File: config.mk
export PLATFORM = sky130hd
export DESIGN_NAME = lsh_kernel
export DESIGN_NICKNAME = d
export VERILOG_FILES = /design/src/sv/lsh_pkg.sv /design/src/sv/lsh_kernel.sv
export SDC_FILE = /design/constraint.sdc
export NUM_CORES = 1
export LEC_CHECK = 0
export ABC_AREA = 1
export BUFFER_PORTS_ARGS = -buffer_cell sky130_fd_sc_hd__buf_4
export CORE_UTILIZATION = 60
export CTS_BUF_LIST = sky130_fd_sc_hd__clkbuf_16
export CTS_CLUSTER_DIAMETER = 200
export CTS_CLUSTER_SIZE = 20
export DETAILED_ROUTE_END_ITERATION = 8
export GPL_ROUTABILITY_DRIVEN = 0
export MAX_ROUTING_LAYER = met4
export PLACE_DENSITY = 0.85
export REMOVE_ABC_BUFFERS = 1
export SLEW_MARGIN = 10
export SYNTH_ARGS = -nofsm -noshare
export SYNTH_HDL_FRONTEND = slang
export SYNTH_SLANG_ARGS = --single-unit
File: constraint.sdc
create_clock -name clk_i -period 17.3 [get_ports clk_i]
set_input_delay 4.325 -clock clk_i [delete_from_list [all_inputs] [get_ports clk_i]]
set_output_delay 4.325 -clock clk_i [all_outputs]
set_load 0.01 [all_outputs]
File: src/sv/lsh_pkg.sv
// ----------------------------------------------------------------------------
// lsh_pkg : shared constants and types for the 3x3 Laplacian sharpener
// Frame limits, field widths, register indexes, neighbour mask and line-pair types.
// ----------------------------------------------------------------------------
package lsh_pkg;

  localparam int unsigned MaxCols = 1024;
  localparam int unsigned MaxRows = 1024;

  localparam int unsigned ColW    = $clog2(MaxCols);
  localparam int unsigned RowW    = $clog2(MaxRows);
  localparam int unsigned DimW    = 11;
  localparam int unsigned PixW    = 8;
  localparam int unsigned ResW    = 13;
  localparam int unsigned NsumW   = PixW + 3;
  localparam int unsigned CfgIdxW = 4;

  localparam logic [DimW-1:0] WidthReset  = DimW'(640);
  localparam logic [DimW-1:0] HeightReset = DimW'(480);

  // configuration register indexes
  localparam logic [CfgIdxW-1:0] RegFrameWidth  = CfgIdxW'(0);
  localparam logic [CfgIdxW-1:0] RegFrameHeight = CfgIdxW'(1);

  // which neighbour rows and columns lie inside the frame
  typedef struct packed {
    logic up;
    logic down;
    logic left;
    logic right;
  } nbr_mask_t;

  // one column of each line store
  typedef struct packed {
    logic [PixW-1:0] one_up;
    logic [PixW-1:0] two_up;
  } line_pair_t;

  // zero reads as one, above the maximum reads as the maximum
  function automatic logic [DimW-1:0] clamp_dim(input logic [DimW-1:0] v,
                                               input logic [DimW-1:0] maxv);
    logic [DimW-1:0] r;
    r = v;
    if (v == '0) begin
      r = DimW'(1);
    end else if (v > maxv) begin
      r = maxv;
    end
    return r;
  endfunction

endpackage

File: src/sv/lsh_kernel.sv
// ----------------------------------------------------------------------------
// lsh_kernel : 3x3 window and sharpening sum
// Shifts a new column in on each step; result is 9*centre less the in-frame
// neighbours of the window after the shift.
// ----------------------------------------------------------------------------
module lsh_kernel (
  input  logic                          clk_i,
  input  logic                          rst_ni,
  input  logic                          step_i,
  input  logic [lsh_pkg::PixW-1:0]      top_i,
  input  logic [lsh_pkg::PixW-1:0]      mid_i,
  input  logic [lsh_pkg::PixW-1:0]      bot_i,
  input  lsh_pkg::nbr_mask_t            mask_i,
  output logic signed [lsh_pkg::ResW-1:0] sharpened_o
);
  import lsh_pkg::*;

  // held columns: [row] of the two most recent columns
  logic [PixW-1:0] col_a_q [3];
  logic [PixW-1:0] col_b_q [3];
  logic [PixW-1:0] w0 [3];
  logic [PixW-1:0] w1 [3];
  logic [PixW-1:0] w2 [3];
  logic [NsumW-1:0]  nsum;
  logic [PixW+3:0]   centre9;

  always_ff @(posedge clk_i or negedge rst_ni) begin
    if (!rst_ni) begin
      for (int r = 0; r < 3; r++) begin
        col_a_q[r] <= '0;
        col_b_q[r] <= '0;
      end
    end else if (step_i) begin
      for (int r = 0; r < 3; r++) begin
        col_a_q[r] <= col_b_q[r];
      end
      col_b_q[0] <= top_i;
      col_b_q[1] <= mid_i;
      col_b_q[2] <= bot_i;
    end
  end

  // window after this step
  always_comb begin
    for (int r = 0; r < 3; r++) begin
      w0[r] = col_a_q[r];
      w1[r] = col_b_q[r];
    end
    w2[0] = top_i;
    w2[1] = mid_i;
    w2[2] = bot_i;
  end

  always_comb begin
    nsum = '0;
    if (mask_i.up) begin
      nsum = nsum + NsumW'(w1[0]);
      if (mask_i.left)  nsum = nsum + NsumW'(w0[0]);
      if (mask_i.right) nsum = nsum + NsumW'(w2[0]);
    end
    if (mask_i.down) begin
      nsum = nsum + NsumW'(w1[2]);
      if (mask_i.left)  nsum = nsum + NsumW'(w0[2]);
      if (mask_i.right) nsum = nsum + NsumW'(w2[2]);
    end
    if (mask_i.left)  nsum = nsum + NsumW'(w0[1]);
    if (mask_i.right) nsum = nsum + NsumW'(w2[1]);
    centre9 = {w1[1], 3'b000} + (PixW+4)'(w1[1]);
  end

  assign sharpened_o = $signed(ResW'(centre9)) - $signed(ResW'(nsum));

endmodule

# --- Word level (Yosys, flattened, before mapping) ---
# Index checks and enable logic that the tools add are counted.
word_totals:
  register_bits: 48
  output_inout_bits: 13
classes:
  addsub: 9
  muxes: 10
op_table:
  columns: ["op", "count"]
  rows:
  - ["$mux W11", 9]
  - ["$add A11 B8 Y11", 6]
  - ["$sub A12 B11 Y13", 1]
  - ["$add A11 B8 Y12", 1]
  - ["$add A8 B8 Y9", 1]
  - ["$mux W9", 1]

# --- Logic depth before layout (Yosys ltp) ---
# Gate-level depths: netlist of run 1.
logic_depth:
  ltp_word: 18
  mapped_depth: 54

# --- Worst setup path after synthesis of run 1 ---
# Ideal clock, no wire load.
synth_timing:
  kind: "input to output"
  start: "in mask_i[1] (netlist name)"
  end: "out sharpened_o[11] (netlist name)"
  arrival_time_ns: 11.898
  t_required_ns: 12.975
  path_slack_ns: 1.077
  cell_stages: 43
  path_buffers: 2
  path_cell_list: "clkbuf_1 -> buf_2 -> nand2_1 -> o21ai_0 -> ha_1 -> inv_1 -> fa_1 -> nand2_1 -> nand2_1 -> nor2_1 -> fa_1 -> inv_1 -> fa_1 -> o21ai_0 -> inv_1 -> fa_1 -> a21oi_1 -> o21ai_0 -> [... 7 more ...] -> nand2_1 -> nand2_1 -> nor2_1 -> a21oi_1 -> fa_1 -> ha_1 -> a21oi_1 -> inv_1 -> a31oi_1 -> nor2_1 -> o21ai_0 -> nand2_1 -> a21oi_1 -> o21bai_1 -> a21oi_1 -> nor2_1 -> nor2_1 -> xor2_1"
synth_via:
  elab_chain_cells: 17
synth_lines:
  columns: ["item", "line_no", "text"]
  rows:
  - ["from (decl)", "lsh_kernel.sv:13", "input lsh_pkg::nbr_mask_t mask_i,"]
  - ["$mux W9", "lsh_kernel.sv:58", "if (mask_i.left) nsum = nsum + NsumW'(w0[0]);"]
  - ["$mux W11", "lsh_kernel.sv:56", "if (mask_i.up) begin"]
  - ["$add A11 B8 Y11", "lsh_kernel.sv:59", "if (mask_i.right) nsum = nsum + NsumW'(w2[0]);"]
  - ["$mux W11", "lsh_kernel.sv:59", null]
  - ["$mux W11", "lsh_kernel.sv:56", null]
  - ["$add A11 B8 Y11", "lsh_kernel.sv:62", "nsum = nsum + NsumW'(w1[2]);"]
  - ["$add A11 B8 Y11", "lsh_kernel.sv:63", "if (mask_i.left) nsum = nsum + NsumW'(w0[2]);"]
  - ["$mux W11", "lsh_kernel.sv:63", null]
  - ["$mux W11", "lsh_kernel.sv:61", "if (mask_i.down) begin"]
  - ["$add A11 B8 Y11", "lsh_kernel.sv:64", "if (mask_i.right) nsum = nsum + NsumW'(w2[2]);"]
  - ["$mux W11", "lsh_kernel.sv:64", null]
  - ["$mux W11", "lsh_kernel.sv:61", null]
  - ["$add A11 B8 Y11", "lsh_kernel.sv:66", "if (mask_i.left) nsum = nsum + NsumW'(w0[1]);"]
  - ["$mux W11 (*)", "lsh_kernel.sv:66", null]
  - ["$add A11 B8 Y11", "lsh_kernel.sv:67", "if (mask_i.right) nsum = nsum + NsumW'(w2[1]);"]
  - ["$mux W11 (*)", "lsh_kernel.sv:67", null]
  - ["$sub A12 B11 Y13 (*)", "lsh_kernel.sv:71", "assign sharpened_o = $signed(ResW'(centre9)) - $signed(ResW'(nsum));"]
  - ["to (decl)", "lsh_kernel.sv:14", "output logic signed [lsh_pkg::ResW-1:0] sharpened_o"]
# Every way passes the cells marked *; elsewhere a longest branch is shown, timed or not. The select of a mux whose other input is x is not followed.

# --- Worst setup path after layout of run 1 ---
# Same ends and word-level chain as after synthesis.

==> results of run 1 <==
[power by group]
part           leakage (nW)  switching [W]  internal [W]
registers             0.565     0.00000896      0.000124
logic                  2.71       0.000401      0.000304
clock network        0.0798      0.0000457     0.0000681
total                  3.35       0.000455      0.000496
[worst min-delay path: stages, from the launching register on]
cell and delay [ns]:
dfrtp_1 0.35, nor2_1 0.04, a21oi_1 0.10
[layer usage]
metal	part of all wire	GRT usage	routed length (um)
met1	0.44	0.364	5910
met2	0.48	0.503	6520
met3	0.052	0.0330	707
met4	0.032	0.0973	431
met5	0	-	0
[final timing paths]
path	start	endpoint	slack [ns]	cells after the start
max	mask_i[1]	sharpened_o[11]	0.46	42
min	col_a_q[20]	col_a_q[20]	0.54	2
max reg2reg	col_b_q[12]	col_b_q[12]	16.47	2
min reg2reg	col_a_q[20]	col_a_q[20]	0.54	2
max in group asynchronous	rst_ni	col_a_q[1]	12.81	1
min in group asynchronous	rst_ni	col_b_q[20]	4.06	1
[area by class of cell]
class / instances / area [um^2]
Multi-Input combinational cell: 625 / 4030
Fill cell: 743 / 2860
Sequential cell: 48 / 1200
Inverter: 125 / 470
Timing Repair Buffer: 47 / 357
Tap cell: 129 / 161
Clock buffer: 5 / 125
Clock inverter: 3 / 42.5
[logic make-up after synthesis]
family	after synthesis	synth area share
adders and majority gates	87	0.208
and+or+nand+nor	329	0.260
buffers and inverters	149	0.100
xor gates and xnor gates	38	0.0581
DFF	48	0.210
AOI/OAI and AO/OA	171	0.164
[what timing repair did]
item                                    4_1_cts  5_1_grt
gates resized for setup                       0       28
hold endpoints to repair                      0        0
setup buffers                                 0        2
endpoints found under the setup margin        0        5
[registers in the layout (all words and copies together), names as in the netlist]
register / cells
col_b_q: 24
col_a_q: 24
[through the flow]
stage | hold WS (ns) | setup WS, ns | area [um^2] | utilization | TNS, ns
6_report | 0.538 | 0.459 | 6380 | 0.691 | 0
3_3_place_gp | 0.507 | 0.620 | 6130 | 0.663 | 0
2_1_floorplan | 0.491 | 1.13 | 5630 | - | 0
3_5_place_dp | 0.523 | 0.254 | 6130 | 0.663 | 0
5_1_grt | 0.564 | -0.0815 | 6380 | 0.691 | -0.192
4_1_cts | 0.543 | 0.210 | 6290 | 0.681 | 0
[cells in the mapped netlist (7+ instances only)]
master | count | area share
nand3_1 | 32 | 0.028
o21ai_0 | 63 | 0.055
nor2_2 | 7 | 0.0076
a21oi_1 | 70 | 0.061
fa_1 | 14 | 0.049
or2_2 | 9 | 0.0098
ha_1 | 73 | 0.16
xor2_1 | 22 | 0.034
inv_1 | 121 | 0.079
clkbuf_1 | 19 | 0.012
nor2_1 | 62 | 0.041
nand2_1 | 178 | 0.12
xnor2_1 | 16 | 0.024
dfrtp_1 | 48 | 0.21
nand2_2 | 17 | 0.019
==> reports/metrics.yaml, run 1 <==
outcome: "finished clean"
synth_seq_area_share: 0.210
grt_max_degree: 97
synth_cell_types: 47
power.leakage_nw: 3.35
clock_latency_ns: 0.29
die_w_um: 99.7
ant_nets: 0
htree_levels: 2
final_cell_count_no_fill: 982
cts_max_path_buffers: 2
finClkSkew_ns: 0.00674
drc_errors: 0
grt_overflow: 0
grtUsageTotal: 0.295
cp-start-kind: "primary input"
wl_per_cell_um: 13.8
rows: 35
first_iter_violations: 321
port_buffers: 43
cts_tree: "done"
yosysWarnings: 0
max_cap_viol_count: 0
antenna_found_initial: 0
hold_viol: 0
synth_edf_count: 0
drive_above_1_share: 0.143
cp_num_buf_inv: 8
fmax_mhz: 59.4
clk_pin_slew_worst_paths_ns: 0.07
vias_per_cell: 5.56
vias: 5458
max-vdd-ir-drop_mv: 0.104
dp_cells: 972
critical_path_arrival_ns: 12.52
async_flop_share: 1.00
final.period_utilization: 0.973
ios: 44
crit_path_end_kind: "primary output"
setup-violations-final: 0
drt-total-wl_um: 13600
dieArea_um2: 9950
initial_core_util: 0.620
p_total_w: 0.000951
hpwl_um: 10300
layout_commonest_cell: "nand2_1"
hold_class: "reg2reg"
final_nets: 970
required_ns: 12.98
core_area_um2: 9240
synthCells: 822
crit_type: "in2out"
rsz0062_at_grt: "true"
slew_violations: 0
final_cell_mix: "nand2_1, inv_1, ha_1"
avgSynthCellArea_um2: 6.97
synthFlopType: "dfrtp_1"
cp_max_fo: 21
synth_seq_cells: 48
finalCriticalPeriod_ns: 16.84
cp_slowest_stage_delay_ns: 0.49
cpMaxStageDelayCell: "fa_1"
maxSlewHeadroom: 0.439
cts_sinks: 48
cp_top_family: "adder cells"
die_h_um: 99.7
holdBufCountCts: 0
p_per_area_nw_per_um2: 149
syn_area_um2: 5730
first_pass_iters: 5
syn_to_final_growth_pct: 11.4
grt_pass1_wl_um: 23200
diodes: 0
worst_pin_slew_ns: 0.841
grt_pass1_vias: 5276
root_buffer: "clkbuf_16"
cts_buffers: 5
Note: power is estimated with default switching activity, not from simulation.
==> run 2, diff against run 1 <==
--- a/config.mk
+++ b/config.mk
@@ -16,7 +16,7 @@
 export MAX_ROUTING_LAYER = met4
 export PLACE_DENSITY = 0.85
 export REMOVE_ABC_BUFFERS = 1
-export SLEW_MARGIN = 10
+export SLEW_MARGIN = 20
 export SYNTH_ARGS = -nofsm -noshare
 export SYNTH_HDL_FRONTEND = slang
 export SYNTH_SLANG_ARGS = --single-unit
==> constraint.sdc (replaced) <==
create_clock -name clk_i -period 19.6 [get_ports clk_i]
set_input_delay 4.9 -clock clk_i [delete_from_list [all_inputs] [get_ports clk_i]]
set_output_delay 4.9 -clock clk_i [all_outputs]
set_load 0.01 [all_outputs]
==> reports/metrics.yaml, run 2 (synthesized netlist as in run 1, its figures left out) <==
setup_tns_ns: 0
comb_power_share: 0.734
cts_tree: "done"
internal_power_w: 0.000427
power.leakage_nw: 3.32
rows: 35
cts_sinks: 48
grt_pass1_wl_um: 23000
vias_per_cell: 5.52
p_per_area_nw_per_um2: 130
setup_ws_ns: 1.15
initial_core_util: 0.620
finalCriticalPeriod_ns: 18.45
dp_cells: 971
drc_errors: 0
grt_pass1_vias: 5213
cp_slowest_stage_delay_ns: 0.52
drive_above_1_share: 0.124
cpMaxStageDelayCell: "fa_1"
rsz0062_at_grt: "false"
wl_per_cell_um: 14.1
holdBufCountCts: 0
setup-violations-final: 0
maxSlewHeadroom: 0.421
ios: 44
pre_cts_ws_ns: 1.28
path_common_cell: "nand2_1"
core_area_um2: 9240
hold_viol: 0
cts_max_path_buffers: 2
outcome: "finished clean"
clk_pin_slew_worst_paths_ns: 0.07
top_regs: "col_a_q: 24 flops, col_b_q: 24 flops"
cts_buffers: 5
cp-start-kind: "primary input"
final_cell_count_no_fill: 979
drt-total-wl_um: 13800
final.period_utilization: 0.941
antenna_found_initial: 0
p_sw_frac: 0.479
fin_util: 0.681
max_cap_viol_count: 0
ant_nets: 0
switchingPower_w: 0.000394
die_w_um: 99.7
max-vdd-ir-drop_mv: 0.0889
first_pass_iters: 5
first_iter_violations: 340
die_h_um: 99.7
grtUsageTotal: 0.296
vias: 5407
clock_latency_ns: 0.30
required_ns: 14.70
power.share.clock: 0.123
crit_path_end_kind: "primary output"
finClkSkew_ns: 0.00563
p_total_w: 0.000821
htree_levels: 2
hold_class: "reg2reg"
worst_pin_slew_ns: 0.868
cp_max_fo: 21
ctsResizeCount: 0
hpwl_um: 10700
crit_type: "in2out"
grt_overflow: 0
syn_to_final_growth_pct: 9.80
root_buffer: "clkbuf_16"
critical_path_arrival_ns: 13.55
final_nets: 967
fmax_mhz: 54.2
grt_max_degree: 97
p_seq_frac: 0.143
dieArea_um2: 9950
diodes: 0
port_buffers: 43
final_cell_mix: "nand2_1, inv_1, ha_1"
postCtsSetupBuffers: 0
slew_violations: 0
layout_commonest_cell: "nand2_1"
run 2: cell types whose count changed in the layout (fill, tap and decap cells not counted), sizes merged:
cell | previous run | this run
buf | 47 | 44
clkinv | 3 | 4
clkinvlp | 1 | 0
run 2: critical path, delay by kind of cell:
kind                       cells  cell delay (ns)
buffers and inverters          7             0.85
AOI/OAI and AO/OA             13             2.37
and+or+nand+nor               14             1.57
xor gates and xnor gates       3             0.51
adders and majority gates      8             3.36
run 2: metrics by stage:
step	hold WS, ns	instance area (um^2)
2_1_floorplan	0.491	5630
3_3_place_gp	0.509	6120
6_report	0.536	6290
4_1_cts	0.546	6290
3_5_place_dp	0.522	6120
5_1_grt	0.572	6290
run 2: power by group through the flow:
stage / Combinational (W) / Sequential [W] / Clock [W]
2_1_floorplan: 0.000426 / 0.000117 / 0
3_3_place_gp: 0.000558 / 0.000118 / 0
3_5_place_dp: 0.000593 / 0.000119 / 0
4_1_cts: 0.000599 / 0.000117 / 0.000102
5_1_grt: 0.000674 / 0.000119 / 0.000107
6_report: 0.000603 / 0.000117 / 0.000101
run 2: cell type report:
class / count / area [um^2]
Multi-Input combinational cell: 625 / 3960
Clock buffer: 5 / 125
Sequential cell: 48 / 1200
Inverter: 125 / 470
Timing Repair Buffer: 44 / 330
Clock inverter: 3 / 47.5
Tap cell: 129 / 161
Fill cell: 755 / 2950
run 2: routing by layer:
metal | global-route usage | vias up | routed length (um)
li1 | - | 2713 | -
met1 | 0.351 | 2469 | 5910
met2 | 0.522 | 191 | 6830
met3 | 0.0337 | 34 | 697
met4 | 0.0984 | 0 | 369
met5 | - | - | 0
run 2: worst paths after layout:
check	from	end	slack (ns)	cells past startpoint
setup / recovery	mask_i[1]	sharpened_o[11]	1.15	45
hold / removal	col_a_q[22]	col_a_q[22]	0.54	2
setup reg to reg	col_b_q[1]	col_a_q[1]	18.79	2
hold reg to reg	col_a_q[22]	col_a_q[22]	0.54	2
max in group asynchronous	rst_ni	col_a_q[15]	14.56	1
min in group asynchronous	rst_ni	col_b_q[20]	4.62	1
